## src/rtl/smm_pkg.sv

```systemverilog
`timescale 1ns / 1ps
// ----------------------------------------------------------------------------
// Segmented memory manager package
// Request kinds, status codes and the word passed from front to back end.
// ----------------------------------------------------------------------------
package smm_pkg;

    localparam logic [2:0] REQ_LOAD   = 3'd0;
    localparam logic [2:0] REQ_STORE  = 3'd1;
    localparam logic [2:0] REQ_MAP    = 3'd2;
    localparam logic [2:0] REQ_UNMAP  = 3'd3;
    localparam logic [2:0] REQ_DUP    = 3'd4;

    localparam logic [2:0] ST_OK       = 3'd0;
    localparam logic [2:0] ST_UNMAPPED = 3'd1;
    localparam logic [2:0] ST_RANGE    = 3'd2;
    localparam logic [2:0] ST_NO_ID    = 3'd3;
    localparam logic [2:0] ST_SIZE     = 3'd4;

    // Operations the back end carries out on the word store.
    localparam logic [1:0] OP_NONE  = 2'd0;
    localparam logic [1:0] OP_LOAD  = 2'd1;
    localparam logic [1:0] OP_STORE = 2'd2;
    localparam logic [1:0] OP_FILL  = 2'd3;

    localparam int SEG_COUNT = 64;
    localparam int SEG_WORDS = 1024;

    localparam int IDX_W  = 10;
    localparam int LEN_W  = 11;
    localparam int SEG_W  = 6;
    localparam int DATA_W = 32;

    typedef struct packed {
        logic [1:0]        op;
        logic              copy;      // fill from source segment instead of zero
        logic [SEG_W-1:0]  dst;
        logic [SEG_W-1:0]  src;
        logic [IDX_W-1:0]  index;
        logic [LEN_W-1:0]  count;
        logic [DATA_W-1:0] wdata;
        logic [SEG_W-1:0]  new_segment;
        logic [2:0]        status;
    } cmd_t;

endpackage

```

## src/rtl/smm_queue.sv

```systemverilog
`timescale 1ns / 1ps
// ----------------------------------------------------------------------------
// Segmented memory manager command queue
// Two-entry queue that decouples the front end from the back end.
// ----------------------------------------------------------------------------
module smm_queue (
    input  logic          aclk,
    input  logic          aresetn,
    input  logic          in_valid,
    output logic          in_ready,
    input  smm_pkg::cmd_t in_cmd,
    output logic          out_valid,
    input  logic          out_ready,
    output smm_pkg::cmd_t out_cmd
);
    import smm_pkg::*;

    cmd_t       mem_reg [2];
    logic       wp_reg, rp_reg;
    logic [1:0] cnt_reg;
    logic       push, pop;

    assign in_ready = (cnt_reg != 2'd2);
    assign out_valid = (cnt_reg != 2'd0);
    assign out_cmd = mem_reg[rp_reg];
    assign push = in_valid && in_ready;
    assign pop = out_valid && out_ready;

    always_ff @(posedge aclk) begin
        if (!aresetn) begin
            wp_reg <= 1'b0;
            rp_reg <= 1'b0;
            cnt_reg <= 2'd0;
        end else begin
            if (push) wp_reg <= ~wp_reg;
            if (pop) rp_reg <= ~rp_reg;
            cnt_reg <= cnt_reg + {1'b0, push} - {1'b0, pop};
        end
    end

    always_ff @(posedge aclk) begin
        if (push) mem_reg[wp_reg] <= in_cmd;
    end

endmodule

```

## config.mk

```make
export PLATFORM = sky130hd
export DESIGN_NAME = smm_queue
export DESIGN_NICKNAME = d
export VERILOG_FILES = /design/src/rtl/smm_pkg.sv /design/src/rtl/smm_queue.sv
export SDC_FILE = /design/constraint.sdc
export NUM_CORES = 1
export LEC_CHECK = 0
export BUFFER_PORTS_ARGS = -buffer_cell sky130_fd_sc_hd__buf_2
export CORE_MARGIN = 8
export CORE_UTILIZATION = 42
export DETAILED_ROUTE_END_ITERATION = 8
export HOLD_SLACK_MARGIN = 0.15
export PLACE_DENSITY = 0.66
export SETUP_SLACK_MARGIN = 0.4
export SLEW_MARGIN = 20
export SYNTH_ARGS = -nofsm -noshare
export SYNTH_HDL_FRONTEND = slang
export SYNTH_SLANG_ARGS = --single-unit
export TNS_END_PERCENT = 5
```

## constraint.sdc

```tcl
create_clock -name aclk -period 11.5 [get_ports aclk]
set_input_delay 2.3 -clock aclk [delete_from_list [all_inputs] [get_ports aclk]]
set_output_delay 2.3 -clock aclk [all_outputs]
set_load 0.005 [all_outputs]
```

[Word level (Yosys, flattened, before mapping)]
Memories as Yosys holds them, arrays and structs flattened. A register that Yosys moved wholly into a read port is not among the register bits.
Cells that the tools add are included.
Storage, ports and cells
  RAM bits: 154
  logic and storage cells: 16
  bits in registers: 4
  output and inout bits: 79
  bits of input ports: 81
  memories kept: 1
Operators by class
  equal/unequal tests: 1
  bitwise operators: 2
  reduce and logical (&&, ||, !) cells: 3
  muxes and demuxes: 4
  add/subtract/negate cells: 2
Memories
  mem_reg: words 2, bits a word 77, read ports 1, clocked after Yosys merged registers in 1, write ports 1, line smm_queue.sv:18  | cmd_t mem_reg [2];
Operators with widths (number)
  $mux W1: 4
  $add A2 B1 Y2: 1
  $logic_and A1 B1 Y1: 2
  $ne A2 B2 Y1 const B: 1
  $not A1 Y1: 2
  $reduce_bool A2 Y1: 1
  $sub A2 B1 Y2: 1

[Depth between registers and ports, before layout]
  depth in word-level cells: 4
  gate-level depth with buffers: 8
  gate-level depth less buffers: 8

[Least setup slack after synthesis]
Ideal clock, no wire load.
  path kind: input -> register
  start point: input in_valid
  end point: memory mem_reg[0][0] in the netlist's numbering, enable pin
  path buffers: 0
  data required time: 10.987 ns
  setup time: 0.513 ns
  path slack: 5.381 ns
  arrival time: 5.607 ns
  cell stages on the path: 2
  path through: nand2_1 > nor2_1
On the way
  longest elaborated chain between the ends: 3
RTL lines
  start, declared: line smm_queue.sv:9  | input logic in_valid,
  $logic_and A1 B1 Y1: line smm_queue.sv:26  | assign push = in_valid && in_ready;
  $mux W1: line smm_queue.sv:42  | if (push) mem_reg[wp_reg] <= in_cmd;
  $mux W1 (implied by the code): line smm_queue.sv:42
  end, declared: line smm_queue.sv:18
No other way between the ends.

==> results.py <==
metrics = {
    "outcome": {
        "status": "finished, final reports clean",
    },
    "critical_path": {
        "path_class": "reg -> out",
        "worstPathCellList": "buf_4, mux2_2, buf_2",
        "worstSetupEndpointType": "output pin",
        "worstPathRequired_ns": 9.20,
        "startpoint_type": "flop",
        "worstPathArrival_ns": 2.35,
        "max_stage_delay_ns": 0.75,
        "cp_slowest_cell": "dfxtp_4",
        "worst-path-max-fanout": 42,
    },
    "route": {
        "firstDrtPassIters": 4,
        "detail-route-antenna-nets": 0,
        "drcViolationCount": 0,
        "routed_wl_mm": 11.2,
        "via_per_inst": 4.74,
        "vias": 2983,
        "drt_iter0_drc": 184,
        "wl_per_cell_um": 17.8,
    },
    "power_and_ir_drop": {
        "ir_worst_vdd_uv": 195,
        "p_per_area_mw_per_mm2": 223,
        "seqPwrFrac_pct": 46.1,
        "pwr-share-clk_pct": 33.7,
        "comb_power_share_pct": 20.2,
        "sw_frac_of_total_pct": 23.7,
        "switchingPower_mw": 0.395,
        "p_leak_nw": 2.86,
        "p_int_mw": 1.28,
    },
    "synth": {
        "yosys-top-cells-area": "edfxtp_1, mux2_2, mux2_4",
        "synth_top_cell_by_area": "edfxtp_1",
        "syn_avg_cell_area_um2": 22.4,
        "netlist_area_mm2": 0.00593,
        "postSynthCellCount": 264,
        "netlist-cell-type-count": 19,
        "synth_top_area_share_pct": 78.0,
        "syn_nets": 347,
        "synth_seq_area_share_pct": 79.7,
        "synth_warnings": 0,
        "ys_seq_elements": 159,
    },
    "floorplan": {
        "core_mm2": 0.0138,
        "die_w_um": 135,
        "die_h_um": 135,
        "dieArea_mm2": 0.0182,
        "rows": 43,
        "num_io_pins": 160,
        "initial_utilization_pct": 42.9,
    },
    "placed_design": {
        "placed_area_mm2": 0.00689,
        "dpl.hpwl_mm": 7.31,
        "port_buffers": 159,
        "place_congestion": 0.675,
        "place_ws_ns": 7.23,
    },
    "final_layout": {
        "num_antenna_cells": 0,
        "largest_register_ffs": 154,
        "nets": 519,
        "synthToLayoutAreaGrowth_pct": 26.7,
        "drive_above_1_share_pct": 59.2,
        "nFillCells": 1109,
        "final_area_mm2": 0.00751,
    },
    "clocking": {
        "cts_buffer_depth": 2,
        "post_cts_buffers": 0,
        "clk_pin_slew_ns": 0.06,
        "clock_sinks": 159,
        "worstSkewPairLatency_ns": 0.42,
        "cts_made_buffers": 17,
        "cts_root_buf": "clkbuf_16",
        "cts_max_level": 4,
        "cts_hold_buffers": 0,
        "cts_resized": 0,
        "cts_tree": "built",
    },
    "timing": {
        "setup_violations": 0,
        "max_freq_ghz": 0.215,
        "period_needed_ns": 4.65,
        "worst_pin_slew_ns": 1.05,
        "maxSlewHeadroom_pct": 30.3,
        "worst_slack_ns": 6.85,
        "rsz0062_at_grt": "no",
        "finClkSkew_ns": 0.00829,
        "hold_viol_final": 0,
        "tns_ns": 0,
        "finalCritPeriodShare_pct": 40.4,
        "slew_viol_final": 0,
    },
    "global_routing": {
        "grt_start_max_net_pins": 78,
        "antenna_found_initial": 0,
        "grt_pass1_wl_mm": 17.2,
        "grt_pass1_vias": 3373,
        "gr-total-overflow": 0,
        "grtUsageTotal_pct": 12.5,
    },
    "flow_run": {
        "max_cap_viol_count": 0,
    },
    "min_path": {
        "hold_class": "reg -> reg",
    },
}
==> worst paths after layout <==
| kind | from | end | slack, ns | depth (start not counted) |
|---|---|---|---|---|
| setup / recovery | flop | out_cmd[11] | 6.85 | 3 |
| hold / removal | wp_reg | wp_reg | 0.53 | 2 |
| setup reg to reg | cnt_reg[0] | mem_reg[0][74] | 9.48 | 4 |
| hold reg to reg | wp_reg | wp_reg | 0.53 | 2 |
==> layer usage <==
layer	vias to the layer above	wire, um	GRT usage (%)
li1	1386	-	-
met1	1452	4620	14.3
met2	128	5300	19.5
met3	17	1070	5.39
met4	0	192	6.36
met5	-	0	0
==> cell usage after synthesis, drive strengths merged <==
master / instances
edfxtp: 154
mux2: 77
buf: 9
dfxtp: 5
xnor2: 3
and2: 2
ha: 2
nand2: 2
nand2b: 2
nor2b: 2
and3: 1
inv: 1
mux2i: 1
nor2: 1
o21a: 1
or2: 1
==> power by group through the flow <==
| stage | registers [mW] | clock network, mW | logic, mW |
|---|---|---|---|
| 6_report | 0.769 | 0.564 | 0.338 |
| 3_5_place_dp | 0.784 | 0 | 0.342 |
| 5_1_grt | 0.779 | 0.595 | 0.369 |
| 2_1_floorplan | 0.761 | 0 | 0.233 |
| 4_1_cts | 0.772 | 0.576 | 0.343 |
| 3_3_place_gp | 0.780 | 0 | 0.338 |
==> cells in the final DEF (no fill, tap or decap), types with 3 or more instances in the layout <==
cell type | Yosys | layout
buf_2 | 4 | 159
edfxtp_1 | 154 | 154
mux2_2 | 47 | 47
mux2_4 | 30 | 30
clkbuf_16 | 0 | 17
clkbuf_1 | 0 | 5
bufinv_16 | 0 | 4
clkinv_1 | 0 | 4
dfxtp_1 | 5 | 4
xnor2_1 | 3 | 3
==> stage by stage <==
step                total power, mW  hold WS [ns]  utilization (%)  std cells
detailed placement             1.13         0.521             49.8        596
CTS                            1.69         0.529             54.1        628
finish                         1.67         0.526             54.3        629
global placement               1.12         0.508             49.8        596
global route                   1.74         0.556             54.3        629
floorplan                     0.994         0.455                -        264
==> kinds of logic after synthesis <==
logic type	share of synthesized area [%]
flip-flops	79.7
multiplexers	16.7
AND/OR/NAND/NOR	1.03
buffers and inverters	1.54
XOR/XNOR	0.443
adder cells (fa/ha/maj)	0.422
AO/OA/AOI/OAI	0.127
==> worst max-delay path: cells and delay by family (launching register included) <==
family,cells,cell delay (ns)
buffers and inverters,2,0.75
flip-flops,1,0.75
multiplexers,1,0.42
==> cell type report <==
type,instances,area (um2),share of cell area [%]
clock buffer,22,444,5.92
clock inverter,10,145,1.93
inverter,1,3.75,0.0500
multi-input combinational,95,1120,15.0
sequential,159,4730,63.0
tap,180,225,3.00
timing repair buffer,162,838,11.2
Note: power is estimated with default switching activity, not from simulation.
