## src/rtl/smm_pkg.sv

```systemverilog
`timescale 1ns / 1ps
// ----------------------------------------------------------------------------
// Segmented memory manager package
// Request kinds, status codes and the word passed from front to back end.
// ----------------------------------------------------------------------------
package smm_pkg;

    localparam logic [2:0] REQ_LOAD   = 3'd0;
    localparam logic [2:0] REQ_STORE  = 3'd1;
    localparam logic [2:0] REQ_MAP    = 3'd2;
    localparam logic [2:0] REQ_UNMAP  = 3'd3;
    localparam logic [2:0] REQ_DUP    = 3'd4;

    localparam logic [2:0] ST_OK       = 3'd0;
    localparam logic [2:0] ST_UNMAPPED = 3'd1;
    localparam logic [2:0] ST_RANGE    = 3'd2;
    localparam logic [2:0] ST_NO_ID    = 3'd3;
    localparam logic [2:0] ST_SIZE     = 3'd4;

    // Operations the back end carries out on the word store.
    localparam logic [1:0] OP_NONE  = 2'd0;
    localparam logic [1:0] OP_LOAD  = 2'd1;
    localparam logic [1:0] OP_STORE = 2'd2;
    localparam logic [1:0] OP_FILL  = 2'd3;

    localparam int SEG_COUNT = 64;
    localparam int SEG_WORDS = 1024;

    localparam int IDX_W  = 10;
    localparam int LEN_W  = 11;
    localparam int SEG_W  = 6;
    localparam int DATA_W = 32;

    typedef struct packed {
        logic [1:0]        op;
        logic              copy;      // fill from source segment instead of zero
        logic [SEG_W-1:0]  dst;
        logic [SEG_W-1:0]  src;
        logic [IDX_W-1:0]  index;
        logic [LEN_W-1:0]  count;
        logic [DATA_W-1:0] wdata;
        logic [SEG_W-1:0]  new_segment;
        logic [2:0]        status;
    } cmd_t;

endpackage

```

## src/rtl/smm_front.sv

```systemverilog
`timescale 1ns / 1ps
// ----------------------------------------------------------------------------
// Segmented memory manager front end
// Checks each request against the segment table, updates the table and the
// free ID queue, and issues one command word for the back end.
// ----------------------------------------------------------------------------
module smm_front (
    input  logic               aclk,
    input  logic               aresetn,
    input  logic               in_valid,
    output logic               in_ready,
    input  logic [2:0]         req_type,
    input  logic [5:0]         segment,
    input  logic [9:0]         word_index,
    input  logic [31:0]        write_value,
    input  logic [10:0]        map_size,
    input  logic [5:0]         source_segment,
    output logic               cmd_valid,
    input  logic               cmd_ready,
    output smm_pkg::cmd_t      cmd
);
    import smm_pkg::*;

    localparam int NSEG = SEG_COUNT;

    logic [LEN_W-1:0] len_mem [NSEG];
    logic [NSEG-1:0]  mapped_reg;
    logic [SEG_W-1:0] fifo_mem [NSEG];
    logic [SEG_W-1:0] head_reg;
    logic [SEG_W:0]   count_reg;
    logic [SEG_W:0]   fresh_reg;

    // The request is held here while the table reads complete.
    logic              busy_reg;
    logic [2:0]        kind_reg;
    logic [SEG_W-1:0]  seg_reg, src_reg;
    logic [IDX_W-1:0]  idx_reg;
    logic [DATA_W-1:0] wval_reg;
    logic [LEN_W-1:0]  size_reg;
    logic [LEN_W-1:0]  seg_len_reg, src_len_reg;
    logic [SEG_W-1:0]  head_id_reg;

    logic        take, issue;
    logic        seg_live, src_live, have_id;
    logic [SEG_W-1:0] id_pick, tail;
    cmd_t        c;

    assign in_ready = !busy_reg;
    assign take = in_valid && !busy_reg;
    assign cmd_valid = busy_reg;
    assign issue = busy_reg && cmd_ready;
    assign seg_live = mapped_reg[seg_reg];
    assign src_live = mapped_reg[src_reg];
    assign have_id = (count_reg != '0) || (fresh_reg < (SEG_W+1)'(NSEG));
    assign id_pick = (count_reg != '0) ? head_id_reg : fresh_reg[SEG_W-1:0];
    assign tail = head_reg + count_reg[SEG_W-1:0];

    always_comb begin
        c = '0;
        c.dst = seg_reg;
        c.src = src_reg;
        c.index = idx_reg;
        c.wdata = wval_reg;
        c.status = ST_OK;
        case (kind_reg)
            REQ_LOAD, REQ_STORE: begin
                if (!seg_live) begin
                    c.status = ST_UNMAPPED;
                end else if ({1'b0, idx_reg} >= seg_len_reg) begin
                    c.status = ST_RANGE;
                end else begin
                    c.op = (kind_reg == REQ_LOAD) ? OP_LOAD : OP_STORE;
                end
            end
            REQ_MAP: begin
                if (size_reg > LEN_W'(SEG_WORDS)) begin
                    c.status = ST_SIZE;
                end else if (!have_id) begin
                    c.status = ST_NO_ID;
                end else begin
                    c.op = OP_FILL;
                    c.dst = id_pick;
                    c.count = size_reg;
                    c.new_segment = id_pick;
                end
            end
            REQ_UNMAP: begin
                if (!seg_live) c.status = ST_UNMAPPED;
            end
            REQ_DUP: begin
                if (seg_reg != src_reg) begin
                    if (!seg_live || !src_live) begin
                        c.status = ST_UNMAPPED;
                    end else begin
                        c.op = OP_FILL;
                        c.copy = 1'b1;
                        c.count = src_len_reg;
                    end
                end
            end
            default: begin
            end
        endcase
    end

    assign cmd = c;

    // Table reads are taken at the accepting edge; the previous request has
    // already updated the tables by then, since only one request is held.
    always_ff @(posedge aclk) begin
        if (take) begin
            kind_reg <= req_type;
            seg_reg <= segment;
            src_reg <= source_segment;
            idx_reg <= word_index;
            wval_reg <= write_value;
            size_reg <= map_size;
            seg_len_reg <= len_mem[segment];
            src_len_reg <= len_mem[source_segment];
            head_id_reg <= fifo_mem[head_reg];
        end
    end

    always_ff @(posedge aclk) begin
        if (!aresetn) begin
            busy_reg <= 1'b0;
            mapped_reg <= '0;
            head_reg <= '0;
            count_reg <= '0;
            fresh_reg <= '0;
        end else begin
            if (take) begin
                busy_reg <= 1'b1;
            end else if (issue) begin
                busy_reg <= 1'b0;
            end
            if (issue) begin
                if (kind_reg == REQ_MAP && c.op == OP_FILL) begin
                    mapped_reg[id_pick] <= 1'b1;
                    if (count_reg != '0) begin
                        head_reg <= head_reg + 1'b1;
                        count_reg <= count_reg - 1'b1;
                    end else begin
                        fresh_reg <= fresh_reg + 1'b1;
                    end
                end else if (kind_reg == REQ_UNMAP && seg_live) begin
                    mapped_reg[seg_reg] <= 1'b0;
                    if (count_reg < (SEG_W+1)'(NSEG)) count_reg <= count_reg + 1'b1;
                end
            end
        end
    end

    // A length is only read while its segment is mapped, so no reset is needed.
    always_ff @(posedge aclk) begin
        if (issue && kind_reg == REQ_MAP && c.op == OP_FILL) begin
            len_mem[id_pick] <= size_reg;
        end else if (issue && kind_reg == REQ_DUP && c.op == OP_FILL) begin
            len_mem[seg_reg] <= src_len_reg;
        end
    end

    always_ff @(posedge aclk) begin
        if (issue && kind_reg == REQ_UNMAP && seg_live && count_reg < (SEG_W+1)'(NSEG)) begin
            fifo_mem[tail] <= seg_reg;
        end
    end

endmodule

```

## config.mk

```make
export PLATFORM = sky130hd
export DESIGN_NAME = smm_front
export DESIGN_NICKNAME = d
export VERILOG_FILES = /design/src/rtl/smm_pkg.sv /design/src/rtl/smm_front.sv
export SDC_FILE = /design/constraint.sdc
export NUM_CORES = 2
export LEC_CHECK = 0
export BUFFER_PORTS_ARGS = -buffer_cell sky130_fd_sc_hd__buf_2
export CORE_MARGIN = 2
export CORE_UTILIZATION = 30
export DETAILED_ROUTE_END_ITERATION = 6
export GPL_TIMING_DRIVEN = 0
export SLEW_MARGIN = 15
export SYNTH_ARGS = -nofsm -noshare
export SYNTH_HDL_FRONTEND = slang
export SYNTH_SLANG_ARGS = --single-unit
```

## constraint.sdc

```tcl
create_clock -name aclk -period 14.1 [get_ports aclk]
set_input_delay 1.41 -clock aclk [delete_from_list [all_inputs] [get_ports aclk]]
set_output_delay 1.41 -clock aclk [all_outputs]
set_load 0.05 [all_outputs]
```

# == Word-level counts from Yosys, hierarchy flattened ==
# Memory sizes are Yosys's and may differ from the RTL's. A register that Yosys moved wholly into a read port is not among the register bits.
# Cells that the tools add are included.
# totals
inputBits,72
ramBits,1088
ff_bits,153
mem_count,2
# mem_list
memory,depth,word_bits,read_ports,rd_clocked_by_memory_dff,wr,line,rtl
len_mem,64,11,2,2,1,smm_front.sv:26,logic [LEN_W-1:0] len_mem [NSEG];
fifo_mem,64,6,1,1,1,smm_front.sv:28,logic [SEG_W-1:0] fifo_mem [NSEG];
# classes
n_eq_ne,7
magnitude_cmp,9
mux,55
n_reduce_logical,29
bitwise,4
add_sub_neg,5
# ops
operator,n
$mux W64,2
$and A64 B64 Y64,1
$not A64 Y64,1
$or A64 B64 Y64,1
$mux W11,5
$mux W6,8
$mux W7,4
$pmux W11 S2,1
$lt A6 B7 Y1 const B,3
$mux W1,18
$mux W2,8
$add A7 B1 Y7 const B,2
$lt A7 B7 Y1 const B,2
$logic_and A1 B1 Y1,13
$bmux W1 S6,2
$demux W1 S6,2
$ge A6 B1 Y1 const B,2
$pmux W3 S4,1
$ge A10 B11 Y1,1
$gt A11 B11 Y1 const B,1
$reduce_or A11 Y1,1
$mux W3,3
$reduce_bool A7 Y1,1
$sub A7 B1 Y7 const B,1
other kinds (18),25

# == Longest topological paths before layout ==
# depth
depth_word,14
mapped_depth,15
depth_no_buf,14

# == Least setup slack after synthesis ==
# No wires, ideal clock.
# synth_timing
kind,in2reg
startpoint,in in_valid
endpoint,"reg head_id_reg[0] (read register of fifo_mem), enable pin"
setup_ps,562
path_slack_ps,7916
arrival_ps,5622
path_stages,1
t_required_ps,13538
cell_sequence,nor2b_1
# synth_via
elab_chain_len,1
# synth_lines
item,line,rtl
start: declaration,smm_front.sv:10,"input logic in_valid,"
$logic_and A1 B1 Y1,smm_front.sv:49,assign take = in_valid && !busy_reg;
end: declaration,smm_front.sv:41,logic [SEG_W-1:0] head_id_reg;
# No other way between the ends.
# A chain may end at the register's enable or synchronous reset.

==> metrics.txt <==
Worst-path clk slew=0.06 ns; commonest non-fill, non-tap cell in the layout=edfxtp_1; first-pass GRT wire length=241800 um; share of layout cells above drive strength 1=between 30% and 40%; DRC viols=3; CP max stage cell=nor2_1; Routability Congestion=0.9473; most used cell along the critical path=buf_2; Die Span Y=437.8 um; initial antenna violation count=10; # nets final=3295; worst slew pin tran=1.232 ns; Post-CTS Setup Repair Bufs=0; Min Hold Slack=0.5276 ns; skew final=0.03822 ns; Synthesis Warnings=0; unique cell type count in the Yosys netlist=72; Post-Synthesis Net Count=2922; H-Tree Depth=4; depth of the worst register-to-register path=9; DP HPWL=122400 um; router iterations before antenna repair=7; slew margin rel.=17.88%; Synth Flop Type=edfxtp_1; Area growth syn-to-layout=17.81%; pin count of the biggest net entering global routing=65; CTS tree=built; Final Slew Violations=0; failing checks=DRC; die area=between 0.15 and 0.2 mm^2; Hold Path Cell Cnt=2; Resized cells post-CTS=0; GR Overflow Total=0; post-route clock period utilization=53.58%; Seq/Total Area, Yosys=66.00%; Setup-failing EPs final=0; Syn Area/Cell=19.97 um^2; Hold Path End=fresh_reg[6]; Critical Path RT=roughly 13 ns; Cell Rows=159; ANT nets after route=0; CTS Sinks=1269; Peak VDD IR=0.0001285 V; reg2reg end=fifo_mem[43][5]; most frequent cells in the layout=edfxtp_1, mux4_2, buf_2, nor2_1, clkbuf_16; status=finished with violations; Tot GR Track Use=17.75%; Static Leak=20.46 nW; register bit count reported by yosys=1269; CORE AREA=about 0.19 mm^2; vias in the first global route=32240; Via Count=between 30000 and 40000; mapped cell area=0.05645 mm^2; fin crit period=7.554 ns; cell count along the critical path=15; vias per cell=5.587; Synth Instances=2826; Arr. time, crit path=around 6.1 ns; HP Class=reg2reg; Initial Util=30.12%; startpoint types=flip-flop; HP Start=fresh_reg[6]; ys async rst share=0%; average routed wire per standard cell=29.73 um; max reg flops=approximately 700; cts-stage hold buffer count=0; Layout fillers=17290; total CTS buffers=about 140; Worst Path Buf+Inv=8; root buf cell=clkbuf_16; CP top delay family=buffers and inverters; Setup crit end kind=primary output; Longest Clk Path Bufs=3; setup slack, reg-to-reg=8.61 ns; # IOs=~150; worst r2r src=seg_reg[5]; worst-path maximum fanout=15; cell chain of the critical path=buf_2 > buf_2 > buf_2 > inv_1 > a221oi_1 > o22ai_1 > a32oi_1 > o2111a_1 > buf_4 > nor3b_2 > buf_4 > clkbuf_1 > nor2_1 > o31ai_1 > buf_2; f_max=132.4 MHz; initial drt markers=4172; Post-Route WL=172400 um; WS Path Type=reg2out; final setup TNS=0 ns; Post-synth EDFFs=1184; Clock Latency Late Sink=0.81 ns; pwr dens=125.7 mW/mm^2; unrepaired setup endpoints after global routing=no; max capacitance violation total=0; CP max stage delay=0.82 ns; Final Hold Fails=0; Die Wd=437.8 um; Port Buffers=150
==> power breakdown <==
part           internal, mW  switching, mW
Sequential             4.14         0.0179
Clock                  2.06           1.57
Combinational         0.201          0.361
Total                  6.41           1.95
==> how the worst max path moves through the flow <==
stage	from	end	slack (ns)
finish	seg_reg[0]	cmd[76]	6.55
global route	seg_reg[0]	cmd[76]	6.43
CTS	seg_reg[0]	cmd[75]	6.62
detailed placement	seg_reg[0]	cmd[75]	7.49
global placement	in_valid	seg_len_reg[4]	4.51
floorplan	in_valid	head_id_reg[0]	7.92
==> area by class of cell <==
type / count / area (um^2) / area share, %
Clock buffer: 158 / 3528 / 5.306
Inverter: 29 / 108.9 / 0.1637
Sequential cell: 1269 / 37260 / 56.02
Tap cell: 2495 / 3122 / 4.694
Timing Repair Buffer: 234 / 1887 / 2.837
Antenna cell: 2 / 5.005 / 0.007526
Clock inverter: 84 / 965.9 / 1.452
Multi-Input combinational cell: 1337 / 18820 / 28.30
Buffer: 191 / 810.8 / 1.219
==> logic make-up after synthesis <==
family / after synthesis / synth area share, %
xor gates and xnor gates: 28 / 0.4344
buffers and inverters: 220 / 1.605
muxes: 651 / 25.14
DFF: 1269 / 66.00
adders and majority gates: 24 / 0.5586
AOI/OAI and AO/OA: 293 / 3.533
and+or+nand+nor: 341 / 2.726
==> cell usage after synthesis (6+ instances only) <==
library cell | instances | area, um^2
clkbuf_1 | 111 | 416.7
mux4_1 | 8 | 210.2
a31oi_1 | 60 | 375.4
buf_1 | 54 | 202.7
o21ai_0 | 47 | 235.2
nand2_1 | 78 | 292.8
inv_1 | 27 | 101.4
a221oi_1 | 7 | 61.31
mux2i_1 | 20 | 200.2
nor3_1 | 19 | 95.09
ha_1 | 22 | 275.3
nand4_1 | 7 | 43.79
xor2_1 | 13 | 113.9
and3_1 | 6 | 37.54
mux4_2 | 600 | 13510
a22oi_1 | 20 | 150.1
o32ai_1 | 9 | 78.83
xnor2_1 | 15 | 131.4
a21oi_1 | 21 | 105.1
mux2_2 | 20 | 225.2
dfxtp_1 | 85 | 1702
nand3_1 | 23 | 115.1
o22ai_1 | 58 | 362.9
nor2_1 | 157 | 589.3
a21o_1 | 15 | 112.6
buf_2 | 18 | 90.09
nor2b_1 | 11 | 68.82
a22o_1 | 14 | 122.6
edfxtp_1 | 1184 | 35550
==> worst register-to-register path, cell delays in order, from the launching register on <==
cell and delay, ns:
edfxtp_1 0.89, clkbuf_1 0.59, inv_1 0.34, nor3_1 0.80
nand2_1 0.16, o2111a_1 0.21, buf_4 0.19, nor3b_1 0.40
nand3_1 0.73, nor2_1 0.78
==> routing by layer <==
| layer | GRT usage [%] | wire (um) | up-vias |
|---|---|---|---|
| li1 | - | - | 12930 |
| met4 | 9.577 | 10170 | 0 |
| met1 | 22.75 | 65330 | 17300 |
| met2 | 28.35 | 81950 | 1801 |
| met3 | 3.615 | 14960 | 366 |
| met5 | 0 | 0 | - |
==> metrics by stage <==
step	utilization, %	cells	worst slack, ns	power (mW)	area, um^2
after floorplan	-	2826	7.916	4.559	56450
after global placement	32.19	5471	4.507	4.783	60320
after detailed placement	33.07	5554	7.490	4.800	61970
after CTS	35.47	5796	6.621	8.416	66470
after global routing	35.49	5799	6.434	8.580	66500
final	35.49	5799	6.546	8.359	66500
Note: power is estimated with default switching activity, not from simulation.
